<file path="src/sv/arpp_pkg.sv">
// Shared types and constants for the audio ring PWM player.
package arpp_pkg;

   localparam int unsigned RING_DEPTH_DEF = 2048;

   localparam int unsigned ACTION_W  = 3;
   localparam int unsigned SAMPLE_W  = 8;
   localparam int unsigned DUTY_W    = 15;
   localparam int unsigned GAIN_W    = 9;
   localparam int unsigned BITS_W    = 4;
   localparam int unsigned CSR_AW    = 3;
   localparam int unsigned CSR_DW    = 32;

   localparam logic [SAMPLE_W-1:0] SILENCE   = 8'd128;
   localparam logic [GAIN_W-1:0]   GAIN_UNITY = 9'd256;
   localparam logic [BITS_W-1:0]   BITS_MIN  = 4'd2;
   localparam logic [BITS_W-1:0]   BITS_RST  = 4'd8;

   typedef enum logic [ACTION_W-1:0] {
      ACT_WRITE = 3'd0,
      ACT_TICK  = 3'd1,
      ACT_END   = 3'd2,
      ACT_START = 3'd3,
      ACT_STOP  = 3'd4
   } action_type;

   typedef enum logic {
      REG_GAIN = 1'b0,
      REG_BITS = 1'b1
   } reg_index_type;

   typedef enum logic [2:0] {
      ST_IDLE,
      ST_MUL1,
      ST_MUL2,
      ST_DIV,
      ST_DONE
   } state_type;

   typedef struct packed {
      logic exec;
      logic mul1;
      logic mul2;
      logic div;
      logic load;
   } cmd_type;

   typedef struct packed {
      logic [GAIN_W-1:0] volume_gain;
      logic [BITS_W-1:0] pwm_bits;
   } cfg_type;

endpackage

</file>
<file path="src/sv/arpp_csr.sv">
// APB register file: volume gain and PWM resolution.
module arpp_csr (
   input  logic                          clock,
   input  logic                          reset,
   input  logic                          csr_psel,
   input  logic                          csr_penable,
   input  logic                          csr_pwrite,
   input  logic [arpp_pkg::CSR_AW-1:0]   csr_paddr,
   input  logic [arpp_pkg::CSR_DW-1:0]   csr_pwdata,
   output logic [arpp_pkg::CSR_DW-1:0]   csr_prdata,
   output logic                          csr_pready,
   output arpp_pkg::cfg_type             cfg
);
   import arpp_pkg::*;

   logic [GAIN_W-1:0] gain_ff, gain_in;
   logic [BITS_W-1:0] bits_ff, bits_in;
   logic              wr_en;
   reg_index_type     idx;

   assign csr_pready = 1'b1;
   assign wr_en      = csr_psel && csr_penable && csr_pwrite;
   assign idx        = reg_index_type'(csr_paddr[2]);

   always_comb begin
      gain_in = gain_ff;
      bits_in = bits_ff;
      if (wr_en) begin
         case (idx)
            REG_GAIN: gain_in = csr_pwdata[GAIN_W-1:0];
            REG_BITS: bits_in = csr_pwdata[BITS_W-1:0];
            default: ;
         endcase
      end
   end

   always_ff @(posedge clock) begin
      if (reset) begin
         gain_ff <= GAIN_UNITY;
         bits_ff <= BITS_RST;
      end else begin
         gain_ff <= gain_in;
         bits_ff <= bits_in;
      end
   end

   always_comb begin
      case (idx)
         REG_GAIN: csr_prdata = {{(CSR_DW-GAIN_W){1'b0}}, gain_ff};
         REG_BITS: csr_prdata = {{(CSR_DW-BITS_W){1'b0}}, bits_ff};
         default:  csr_prdata = '0;
      endcase
   end

   assign cfg.volume_gain = gain_ff;
   assign cfg.pwm_bits    = bits_ff;

endmodule

</file>
<file path="config.mk">
export PLATFORM = sky130hd
export DESIGN_NAME = arpp_csr
export DESIGN_NICKNAME = d
export VERILOG_FILES = /design/src/sv/arpp_pkg.sv /design/src/sv/arpp_csr.sv
export SDC_FILE = /design/constraint.sdc
export NUM_CORES = 1
export LEC_CHECK = 0
export BUFFER_PORTS_ARGS = -buffer_cell sky130_fd_sc_hd__buf_2
export CORE_MARGIN = 8
export CORE_UTILIZATION = 30
export DETAILED_ROUTE_END_ITERATION = 8
export HOLD_SLACK_MARGIN = 0.06
export MAX_ROUTING_LAYER = met4
export PLACE_DENSITY = 0.76
export SLEW_MARGIN = 20
export SYNTH_ARGS = -nofsm -noshare
export SYNTH_HDL_FRONTEND = slang
export SYNTH_SLANG_ARGS = --single-unit
export TNS_END_PERCENT = 5
</file>
<file path="constraint.sdc">
create_clock -name clock -period 2.4 [get_ports clock]
set_clock_uncertainty 0.15 [all_clocks]
set_input_delay 0.24 -clock clock [delete_from_list [all_inputs] [get_ports clock]]
set_output_delay 0.24 -clock clock [all_outputs]
set_load 0.005 [all_outputs]
</file>
==> impl_metrics.xml <==
<?xml version="1.0" encoding="UTF-8"?>
<metrics>
  <group name="run_status">
    <metric name="outcome" unit="">finished clean</metric>
  </group>
  <group name="placed_design">
    <metric name="port_buffers" unit="">36</metric>
    <metric name="gpl_wtd_cong" unit="">0.607</metric>
    <metric name="hpwlAfterDp" unit="µm">1530</metric>
  </group>
  <group name="floorplan">
    <metric name="core_region_area" unit="µm²">2710</metric>
    <metric name="design.die.area" unit="µm²">4760</metric>
    <metric name="horiz_die_dim" unit="µm">69.0</metric>
    <metric name="core.rowCount" unit="">19</metric>
    <metric name="io_pins" unit="">86</metric>
    <metric name="die_y" unit="µm">69.0</metric>
    <metric name="initial_utilization" unit="%">31.1</metric>
  </group>
  <group name="critical_path">
    <metric name="critical-path-slowest-cell" unit="">dfxtp_1</metric>
    <metric name="worst-endpoint-arrival" unit="ns">0.99</metric>
    <metric name="critical_path_maximum_fanout" unit="">3</metric>
    <metric name="endpoint_kind" unit="">output port</metric>
    <metric name="timing.critical_path.slowest_cell_delay" unit="ns">0.34</metric>
    <metric name="timing.critical_path.required" unit="ns">2.01</metric>
    <metric name="cp_cell_sequence" unit="">mux2_2 &gt; buf_2</metric>
    <metric name="timing.critical_path.from_type" unit="">register</metric>
    <metric name="timing.setup.critical_path_class" unit="">reg2out</metric>
  </group>
  <group name="cts">
    <metric name="ctsLongestPathBuffers" unit="">2</metric>
    <metric name="cts_root_buffer" unit="">clkbuf_4</metric>
    <metric name="cts_tree" unit="">done</metric>
    <metric name="postCtsResizedCells" unit="">0</metric>
    <metric name="htree_levels" unit="">1</metric>
    <metric name="cts_buffers" unit="">3</metric>
    <metric name="post-cts-setup-buffers" unit="">0</metric>
    <metric name="clkSlewWorstSetupHoldPaths" unit="ns">0.08</metric>
    <metric name="clk-insertion-delay-late" unit="ns">0.27</metric>
    <metric name="clkSinkCount" unit="">13</metric>
    <metric name="post_cts_hold_buffer_count" unit="">0</metric>
  </group>
  <group name="routing">
    <metric name="firstDrtPassIters" unit="">3</metric>
    <metric name="route.vias.total" unit="">606</metric>
    <metric name="ant_nets" unit="">0</metric>
    <metric name="route.final.wire_length" unit="µm">1930</metric>
    <metric name="via_per_inst" unit="">3.88</metric>
    <metric name="wl_per_cell" unit="µm">12.4</metric>
    <metric name="drc" unit="">0</metric>
    <metric name="initialDrtViolationCount" unit="">6</metric>
  </group>
  <group name="logic_synthesis">
    <metric name="synth-warning-count" unit="">0</metric>
    <metric name="seq_area_frac_synth" unit="%">30.9</metric>
    <metric name="synthMostInstantiatedCell" unit="">buf_4</metric>
    <metric name="avgSynthCellArea" unit="µm²">9.25</metric>
    <metric name="post-synth-top-area-fraction" unit="%">30.9</metric>
    <metric name="synthTopCellsByArea" unit="">dfxtp_1 31%, buf_4 22%, mux2i_1 15%, nand2b_1 14%, mux2_2 5.3%</metric>
    <metric name="synth_enable_flop_cells" unit="">0</metric>
    <metric name="dominantRegCellSynth" unit="">dfxtp_1</metric>
    <metric name="netlist-cell-type-count" unit="">14</metric>
    <metric name="ff_latch_count_synth" unit="">13</metric>
    <metric name="post_synth_most_frequent_cells" unit="">25 x buf_4, 19 x nand2b_1, 13 x dfxtp_1, 13 x mux2i_1, 5 x nor2b_1</metric>
    <metric name="post_synth_instance_area" unit="µm²">842</metric>
    <metric name="postSynth.asyncResetShare" unit="%">0</metric>
    <metric name="synth_area_leader_cell" unit="">dfxtp_1</metric>
    <metric name="netlist_instances" unit="">91</metric>
  </group>
  <group name="power">
    <metric name="peakVddDrop" unit="µV">329</metric>
    <metric name="power_leakage" unit="nW">0.490</metric>
    <metric name="power.net_switching" unit="mW">0.102</metric>
    <metric name="comb_power_share" unit="%">15.0</metric>
    <metric name="p_seq_share" unit="%">53.7</metric>
    <metric name="switching_share" unit="%">24.6</metric>
    <metric name="p_int" unit="mW">0.313</metric>
    <metric name="power.density" unit="nW/µm²">432</metric>
    <metric name="power.clock.fraction" unit="%">31.2</metric>
  </group>
  <group name="layout">
    <metric name="num-fill-cells" unit="">298</metric>
    <metric name="insertedDiodeCount" unit="">0</metric>
    <metric name="drive_gt1_share" unit="%">35.2</metric>
    <metric name="synthToLayoutAreaGrowth" unit="%">14.3</metric>
    <metric name="nNetsFinal" unit="">166</metric>
    <metric name="multi_input_area" unit="µm²">457</metric>
    <metric name="sequential_cell_area" unit="µm²">260</metric>
  </group>
  <group name="global_routing">
    <metric name="grt_start_max_net_pins" unit="">24</metric>
    <metric name="antenna_found_initial" unit="">0</metric>
    <metric name="global_route_wire_length_before_repair" unit="µm">2790</metric>
    <metric name="via_count_of_the_first_global_routing_pass" unit="">605</metric>
    <metric name="overflow_left_after_global_routing" unit="">0</metric>
    <metric name="track_usage" unit="%">8.06</metric>
  </group>
  <group name="sta">
    <metric name="timing.max_slew.rel_slack" unit="%">60.2</metric>
    <metric name="report.final.setup_viol" unit="">0</metric>
    <metric name="fin_worst_hold_slack" unit="ns">0.0888</metric>
    <metric name="final_hold_viol_count" unit="">0</metric>
    <metric name="layout_worst_path_cycle_share" unit="%">57.4</metric>
    <metric name="setup_repair_after_global_routing_missed_its_margin" unit="">no</metric>
    <metric name="time_the_worst_path_needs_with_i_o_delays_and_setup" unit="ns">1.38</metric>
    <metric name="fmax" unit="MHz">726</metric>
    <metric name="slew_violations" unit="">0</metric>
    <metric name="tightest_slew" unit="ns">0.597</metric>
    <metric name="tns" unit="ns">0</metric>
  </group>
  <group name="worst_hold_path">
    <metric name="hold_path_class" unit="">in2reg</metric>
  </group>
  <group name="run">
    <metric name="drv.max_cap_violation_count" unit="">0</metric>
  </group>
</metrics>
==> final cells by class <==
type	instances	area share [%]
multi-input cells	72	47.5
well taps	31	4.03
repair buffers	36	18.7
clock buffers	4	2.73
flip-flops and latches	13	27.0
==> stage by stage <==
stage | power (mW) | setup WS [ns] | cell area [µm²] | utilization, % | std cells
final | 0.416 | 1.02 | 962 | 35.5 | 156
after global routing | 0.447 | 0.958 | 962 | 35.5 | 156
after CTS | 0.428 | 1.00 | 962 | 35.5 | 156
after detailed placement | 0.291 | 0.780 | 936 | 34.5 | 152
after global placement | 0.290 | 0.793 | 936 | 34.5 | 152
after floorplan | 0.295 | 1.30 | 925 | - | 113
==> final timing paths <==
path                            slack, ns             to     startpoint  depth (start not counted)
worst min-delay path                 0.09     gain_ff[6]  csr_pwdata[6]                          3
worst max register to register       1.63     gain_ff[8]     gain_ff[8]                          2
worst max-delay path                 1.02  csr_prdata[2]     bits_ff[2]                          2
worst min register to register       0.34     gain_ff[6]     gain_ff[6]                          2
==> cells by family after synthesis <==
logic type | share of synthesized area (%)
and+or+nand+nor | 22.7
buffers and inverters | 24.7
muxes | 20.8
DFF | 30.9
other | 0.892
==> metal layers <==
metal / track usage [%] / vias to the layer above / share of wire [%]
li1: - / 310 / -
met1: 8.91 / 261 / 40
met2: 13.2 / 33 / 48
met3: 3.55 / 2 / 11
met4: 1.50 / 0 / 0.67
met5: - / - / 0
==> critical path, delay by kind of cell, from the launching register on <==
kind / cells / cell delay, ns
buffers and inverters: 1 / 0.13
multiplexers: 1 / 0.26
flip-flops: 1 / 0.34
==> registers in the layout (all words and copies together) (netlist names) <==
register,cells
bits_ff,4
gain_ff,9
==> power groups by stage <==
stage | Combinational (mW) | Sequential, mW | Clock, mW
after CTS | 0.0621 | 0.224 | 0.142
final | 0.0625 | 0.223 | 0.130
after global routing | 0.0714 | 0.224 | 0.152
after detailed placement | 0.0620 | 0.229 | 0
after global placement | 0.0614 | 0.228 | 0
after floorplan | 0.0659 | 0.229 | 0
==> placed cells by master, fill, tap and decap left out <==
cell type and instances:
and4_2 1, clkbuf_1 1, nor2b_1 5, nand2b_1 19, conb_1 24, buf_2 36
nand4_1 1, mux2_2 4, nor2_1 4, dfxtp_1 13, clkbuf_4 3, and4b_1 1
mux2i_1 13
(Power assumes the default switching activity.)
