### src/sv/arpp_pkg.sv
// Shared types and constants for the audio ring PWM player.
package arpp_pkg;

   localparam int unsigned RING_DEPTH_DEF = 2048;

   localparam int unsigned ACTION_W  = 3;
   localparam int unsigned SAMPLE_W  = 8;
   localparam int unsigned DUTY_W    = 15;
   localparam int unsigned GAIN_W    = 9;
   localparam int unsigned BITS_W    = 4;
   localparam int unsigned CSR_AW    = 3;
   localparam int unsigned CSR_DW    = 32;

   localparam logic [SAMPLE_W-1:0] SILENCE   = 8'd128;
   localparam logic [GAIN_W-1:0]   GAIN_UNITY = 9'd256;
   localparam logic [BITS_W-1:0]   BITS_MIN  = 4'd2;
   localparam logic [BITS_W-1:0]   BITS_RST  = 4'd8;

   typedef enum logic [ACTION_W-1:0] {
      ACT_WRITE = 3'd0,
      ACT_TICK  = 3'd1,
      ACT_END   = 3'd2,
      ACT_START = 3'd3,
      ACT_STOP  = 3'd4
   } action_type;

   typedef enum logic {
      REG_GAIN = 1'b0,
      REG_BITS = 1'b1
   } reg_index_type;

   typedef enum logic [2:0] {
      ST_IDLE,
      ST_MUL1,
      ST_MUL2,
      ST_DIV,
      ST_DONE
   } state_type;

   typedef struct packed {
      logic exec;
      logic mul1;
      logic mul2;
      logic div;
      logic load;
   } cmd_type;

   typedef struct packed {
      logic [GAIN_W-1:0] volume_gain;
      logic [BITS_W-1:0] pwm_bits;
   } cfg_type;

endpackage

### src/sv/arpp_ctrl.sv
// Controller: sequences one request through the datapath and owns response valid.
module arpp_ctrl (
   input  logic              clock,
   input  logic              reset,
   input  logic              req_valid,
   output logic              req_ready,
   input  logic              rsp_ready,
   output logic              rsp_valid,
   output arpp_pkg::cmd_type cmd
);
   import arpp_pkg::*;

   state_type state_ff, state_in;
   logic      rsp_valid_ff, rsp_valid_in;

   always_ff @(posedge clock) begin
      if (reset) begin
         state_ff     <= ST_IDLE;
         rsp_valid_ff <= 1'b0;
      end else begin
         state_ff     <= state_in;
         rsp_valid_ff <= rsp_valid_in;
      end
   end

   always_comb begin
      state_in  = state_ff;
      cmd       = '0;
      req_ready = 1'b0;
      case (state_ff)
         ST_IDLE: begin
            req_ready = 1'b1;
            if (req_valid) begin
               cmd.exec = 1'b1;
               state_in = ST_MUL1;
            end
         end
         ST_MUL1: begin
            cmd.mul1 = 1'b1;
            state_in = ST_MUL2;
         end
         ST_MUL2: begin
            cmd.mul2 = 1'b1;
            state_in = ST_DIV;
         end
         ST_DIV: begin
            cmd.div  = 1'b1;
            state_in = ST_DONE;
         end
         ST_DONE: begin
            if (!rsp_valid_ff || rsp_ready) begin
               cmd.load = 1'b1;
               state_in = ST_IDLE;
            end
         end
         default: state_in = ST_IDLE;
      endcase
      if (cmd.load) begin
         rsp_valid_in = 1'b1;
      end else if (rsp_ready) begin
         rsp_valid_in = 1'b0;
      end else begin
         rsp_valid_in = rsp_valid_ff;
      end
   end

   assign rsp_valid = rsp_valid_ff;

`ifndef ASSERT_OFF
   a_load_sets_valid: assert property (@(posedge clock) disable iff (reset)
      cmd.load |=> rsp_valid_ff)
      else $error("response not valid after load");
   a_accept_starts: assert property (@(posedge clock) disable iff (reset)
      (req_valid && req_ready) |=> (state_ff == ST_MUL1))
      else $error("accepted request did not start processing");
`endif

endmodule

### config.mk
export PLATFORM = sky130hd
export DESIGN_NAME = arpp_ctrl
export DESIGN_NICKNAME = d
export VERILOG_FILES = /design/src/sv/arpp_pkg.sv /design/src/sv/arpp_ctrl.sv
export SDC_FILE = /design/constraint.sdc
export NUM_CORES = 1
export LEC_CHECK = 0
export BUFFER_PORTS_ARGS = -buffer_cell sky130_fd_sc_hd__buf_2
export CAP_MARGIN = 25
export CORE_AREA = 2 2 39 41
export DETAILED_ROUTE_END_ITERATION = 16
export DIE_AREA = 0 0 41 43
export GPL_TIMING_DRIVEN = 0
export HOLD_SLACK_MARGIN = 0.1
export PLACE_DENSITY_LB_ADDON = 0.05
export SYNTH_ARGS = -nofsm -noshare
export SYNTH_HDL_FRONTEND = slang
export SYNTH_SLANG_ARGS = --single-unit
export TNS_END_PERCENT = 20
### constraint.sdc
create_clock -name clock -period 3.55 [get_ports clock]
set_input_delay 0.71 -clock clock [delete_from_list [all_inputs] [get_ports clock]]
set_output_delay 0.71 -clock clock [all_outputs]
set_load 0.05 [all_outputs]
==> results.py, run 1 <==
metrics = {
    "synthesis": {
        "syn_area_um2": 206,
        "ys_top_cells_by_area": "dfxtp_1 39%, buf_4 7.3%, nor3b_1 7.3%, o31ai_2 6.1%, or3b_4 5.5%",
        "synth_seq_cells": 4,
        "synth_cells": 21,
        "ys_types": 15,
        "syn-num-nets": 25,
        "synth_top_cell_by_area": "dfxtp_1",
        "synthTopCellsByCount": "4 x dfxtp_1, 2 x buf_4, 2 x nor3_1, 2 x nor3b_1",
        "yosys_warnings": 0,
        "yosysSeqAreaShare_pct": 38.8,
        "synth_top_area_share_pct": 38.8,
        "avgSynthCellArea_um2": 9.83,
        "async_reset_ff_share_pct": 0,
        "synth_ff_type": "dfxtp_1",
        "yosysMostFrequentCell": "dfxtp_1",
        "synth-edff-count": 0,
    },
    "worst_setup_path": {
        "critPathKind": "reg2out",
        "arrival_ps": 1550,
        "path_max_fanout": 8,
        "setup.worst_path.end_class": "output port",
        "crit_required_ps": 2840,
        "r2r_cells": 2,
        "critPathLaunchType": "flop",
    },
    "finish": {
        "fin_util_pct": 21.6,
        "area_growth_pct": 44.8,
        "drive_gt1_share_pct": 50.0,
        "diodes": 0,
        "num-nets-final": 40,
    },
    "placement": {
        "portBuffers": 10,
        "pre_cts_slack_ps": 1410,
        "gp_congestion": 0.656,
    },
    "timing": {
        "setup_violations": 0,
        "rsz0062_at_grt": "no",
        "hold_violations": 0,
        "finClkSkew_ps": 1.86,
        "fmaxAchievable_mhz": 442,
        "setup_tns_ps": 0,
        "worst_pin_slew_ps": 239,
        "finalMaxSlewViolations": 0,
        "fin_crit_sh_pct": 63.8,
        "period_needed_ps": 2260,
        "fin_ws_ps": 1290,
        "relSlewSlack_pct": 83.9,
    },
    "cts": {
        "htree_levels": 1,
        "cts_tree": "yes",
        "clockBufferDepth": 2,
        "cts-hold-fix-buffers": 0,
        "cts-root-buf": "clkbuf_4",
        "cts_sinks": 4,
        "cts_made_buffers": 3,
        "postCtsSetupBuffers": 0,
        "cts-resized-gates": 0,
        "clk_pin_slew_ps": 40,
        "clk_latency_ps": 230,
    },
    "detailed_routing": {
        "drc": 0,
        "wl_per_cell_um": 8.52,
        "drtIter0Drc": 0,
        "wl_met1_um": 174,
        "vias": 183,
        "wl_met3_um": 39,
        "ant_nets": 0,
        "drtPass1Iterations": 1,
        "dr_wl_met2_um": 211,
        "routed.top_layer": "met3",
        "drt_wl_total_um": 426,
        "vias_per_cell": 3.66,
    },
    "grt": {
        "grt_pass1_wl_um": 641,
        "grt_max_degree": 9,
        "antenna_found_initial": 0,
        "grt_pass1_vias": 165,
        "grt_util_all_layers_pct": 6.22,
        "grt_overflow": 0,
    },
    "power": {
        "powerDensity_nw_per_um2": 526,
        "ir_drop_uv": 110,
        "p_total_mw": 0.157,
        "leakage_nw": 0.139,
    },
    "flow_run": {
        "maxCapViolations": 0,
    },
    "run_status": {
        "outcome": "complete, no violations",
    },
    "die": {
        "chipWidth_um": 41,
        "fp.dieH_um": 43,
        "initial_core_util_pct": 14.9,
        "die_area_um2": 1760,
        "core_area_um2": 1380,
        "rows": 14,
        "boundaryPins": 11,
    },
    "worst_hold_path": {
        "hold_class": "reg2reg",
        "min_path_cells": 2,
    },
}
## report_power, final
part | switching, mW | internal (mW) | total [mW]
combinational | 0.0327 | 0.0137 | 0.0464
sequential | 0.00539 | 0.0483 | 0.0536
clock | 0.0194 | 0.0379 | 0.0573
total | 0.0575 | 0.0998 | 0.157
## path summary, 6_finish.rpt
kind                               to  slack, ps                     start
min          state_ff[2]$_SDFFE_PP0P_        520    rsp_valid$_SDFFE_PP0P_
max reg2reg  state_ff[2]$_SDFFE_PP0P_       2430  state_ff[0]$_SDFFE_PP0P_
min reg2reg  state_ff[2]$_SDFFE_PP0P_        520    rsp_valid$_SDFFE_PP0P_
max                            cmd[0]       1290  state_ff[2]$_SDFFE_PP0P_
## cell usage in the layout (no fill, tap or decap)
cell type	Yosys	routed
nor2_1	1	1
or3b_4	1	1
and2_1	1	1
nor4_1	1	1
dfxtp_1	4	4
nor2b_1	1	1
o31ai_2	1	1
clkbuf_4	0	3
nand2b_1	1	1
a21oi_1	1	1
and3b_1	1	1
nor3_1	2	2
or4bb_1	1	1
nor3b_1	2	2
xnor2_1	1	1
buf_4	2	2
buf_2	0	10
## stage by stage
step / cell area [um^2] / cells / hold slack, ps
global placement: 277 / 47 / 532
finish: 299 / 50 / 524
floorplan: 206 / 21 / 503
CTS: 299 / 50 / 525
detailed placement: 277 / 47 / 521
global route: 299 / 50 / 551
## sequential cells by signal, summed over array words and instances (netlist names)
signal	cells
rsp_valid	1
state_ff	3
## critical path, cell delays in order (launching register included)
cell     delay [ps]
dfxtp_1         430
or3b_4          420
nor2b_1         120
buf_4           100
buf_2           240
## routing by layer
| metal | global-route usage [%] | up-vias |
|---|---|---|
| li1 | - | 101 |
| met4 | 10.0 | 0 |
| met1 | 6.75 | 78 |
| met2 | 6.25 | 4 |
| met3 | 3.14 | 0 |
| met5 | 0 | - |
## logic make-up after synthesis
family | synth area share [%]
and+or+nand+nor | 41.2
DFF | 38.8
AOI/OAI and AO/OA | 8.48
buffers and inverters | 7.27
xor gates and xnor gates | 4.24
## final cells by class
class	instances	area, um^2
Buffer	2	15.0
Clock buffer	3	22.5
Fill cell	160	1080
Multi-Input combinational cell	15	111
Sequential cell	4	80.1
Tap cell	16	20.0
Timing Repair Buffer	10	50.0
Power figures use the tool's default switching activity.
==> run 2, diff against run 1 <==
clock period = 2.2 ns   (was 3.55 ns; I/O delays follow)
==> results.py, run 2 (synthesis results as in run 1) <==
metrics = {
    "power": {
        "ir_drop_uv": 184,
        "switching_power_mw": 0.0921,
        "powerDensity_nw_per_um2": 836,
        "clkPwrFrac_pct": 35.5,
        "power_frac_comb_pct": 29.7,
        "leakage_nw": 0.140,
        "internal-power_mw": 0.162,
        "seqPwrFrac_pct": 34.7,
        "swShare_pct": 36.2,
    },
    "cts": {
        "cts-root-buf": "clkbuf_4",
        "cts-hold-fix-buffers": 0,
        "cts-resized-gates": 0,
        "clk_pin_slew_ps": 40,
        "clockBufferDepth": 2,
        "clk_latency_ps": 230,
        "htree_levels": 1,
        "cts_tree": "yes",
        "cts_made_buffers": 3,
        "cts_sinks": 4,
        "postCtsSetupBuffers": 0,
    },
    "worst_hold_path": {
        "hold_class": "in2reg",
    },
    "worst_setup_path": {
        "worst-path-buf-inv": 2,
        "max_stage_delay_ps": 450,
        "path_delay_family": "simple AND/OR/NAND/NOR gates",
        "arrival_ps": 1580,
        "worstPathCellList": "or3b_4, nor2b_1, buf_4, buf_2",
        "crit_path_top_delay_cell": "dfxtp_1",
        "setup.worst_path.end_class": "output port",
        "critPathKind": "reg2out",
        "path_max_fanout": 8,
        "critPathLaunchType": "flop",
        "crit_required_ps": 1760,
    },
    "grt": {
        "grt_pass1_vias": 196,
        "use_met3_pct": 3.66,
        "gr-usage-met1_pct": 8.36,
        "grt_util_all_layers_pct": 6.93,
        "use_met2_pct": 8.44,
        "grt-busiest-layer": "met2",
        "grt_overflow": 0,
        "grt_max_degree": 9,
        "grt_pass1_wl_um": 793,
        "antenna_found_initial": 0,
    },
    "timing": {
        "rsz0062_at_grt": "no",
        "setup_tns_ps": 0,
        "period_needed_ps": 2020,
        "hold_violations": 0,
        "finalMaxSlewViolations": 0,
        "worst_pin_slew_ps": 282,
        "finClkSkew_ps": 0.245,
        "fmaxAchievable_mhz": 496,
        "fin_crit_sh_pct": 91.6,
        "setup_violations": 0,
        "relSlewSlack_pct": 81.2,
        "fin_ws_ps": 184,
    },
    "detailed_routing": {
        "drtPass1Iterations": 3,
        "vias": 194,
        "ant_nets": 0,
        "drtIter0Drc": 4,
        "drt_wl_total_um": 437,
        "drc": 0,
        "wl_per_cell_um": 8.74,
        "vias_per_cell": 3.88,
    },
    "finish": {
        "diodes": 0,
        "largest_reg_flops": 3,
        "regArea_um2": 80.1,
        "regMostFlops": "state_ff",
        "n_fill_cell": 167,
        "num-nets-final": 40,
        "area_growth_pct": 47.3,
        "drive_gt1_share_pct": 52.9,
        "multi_input_area_um2": 116,
        "final_common_cell": "buf_2",
        "final_cell_mix": "10 x buf_2, 4 x dfxtp_1, 3 x clkbuf_4",
    },
    "die": {
        "rows": 14,
        "initial_core_util_pct": 14.9,
        "chipWidth_um": 41,
        "die_area_um2": 1760,
        "fp.dieH_um": 43,
        "core_area_um2": 1380,
        "boundaryPins": 11,
    },
    "placement": {
        "portBuffers": 10,
        "pre_cts_slack_ps": 414,
        "gp_congestion": 0.593,
    },
    "run_status": {
        "outcome": "complete, no violations",
    },
    "flow_run": {
        "maxCapViolations": 0,
    },
}
-- run 2: cell types whose count changed in the layout (fill, tap and decap cells not counted) --
cell | previous run | this run
nor3_1 | 2 | 1
nor3_2 | 0 | 1
-- run 2: metrics by stage --
stage | total power [mW] | utilization [%] | cell area [um^2] | hold WS (ps) | instances
after floorplan | 0.148 | - | 211 | 509 | 21
after global placement | 0.165 | 20.3 | 282 | 527 | 47
after detailed placement | 0.166 | 20.3 | 282 | 529 | 47
after CTS | 0.260 | 22.0 | 304 | 435 | 50
after global routing | 0.273 | 22.0 | 304 | 454 | 50
final | 0.254 | 22.0 | 304 | 440 | 50
-- run 2: routing by layer --
| layer | vias up | wire length, um | share of wire, % |
|---|---|---|---|
| met5 | - | 0 | 0 |
| met2 | 4 | 210 | 48 |
| met3 | 0 | 28 | 6.4 |
| met1 | 87 | 198 | 45 |
| li1 | 103 | - | - |
| met4 | 0 | 0 | 0 |
-- run 2: path summary, 6_finish.rpt --
| kind | start | to | slack [ps] | cells past startpoint |
|---|---|---|---|---|
| min reg2reg | rsp_valid$_SDFFE_PP0P_ | state_ff[2]$_SDFFE_PP0P_ | 530 | 2 |
| max reg2reg | state_ff[0]$_SDFFE_PP0P_ | state_ff[2]$_SDFFE_PP0P_ | 1050 | 2 |
| max | state_ff[2]$_SDFFE_PP0P_ | cmd[0] | 180 | 4 |
| min | reset | rsp_valid$_SDFFE_PP0P_ | 440 | 2 |
-- run 2: worst reg2reg max path, delay by kind of cell, from the launching register on --
family | cells | cell delay, ps
AO/OA/AOI/OAI | 1 | 70
AND/OR/NAND/NOR | 1 | 530
flip-flops | 1 | 470
-- run 2: final cells by class --
| type | count | share of cell area (%) |
|---|---|---|
| plain buffers | 2 | 4.94 |
| repair buffers | 10 | 16.5 |
| clock buffers | 3 | 7.41 |
| flip-flops and latches | 4 | 26.3 |
| multi-input cells | 15 | 38.3 |
| well taps | 16 | 6.58 |
-- run 2: power by group through the flow --
stage | combinational, mW | sequential [mW] | clock [mW]
floorplan | 0.0603 | 0.0875 | 0
detailed placement | 0.0763 | 0.0894 | 0
finish | 0.0756 | 0.0883 | 0.0903
global route | 0.0807 | 0.0898 | 0.102
CTS | 0.0764 | 0.0883 | 0.0952
global placement | 0.0761 | 0.0892 | 0
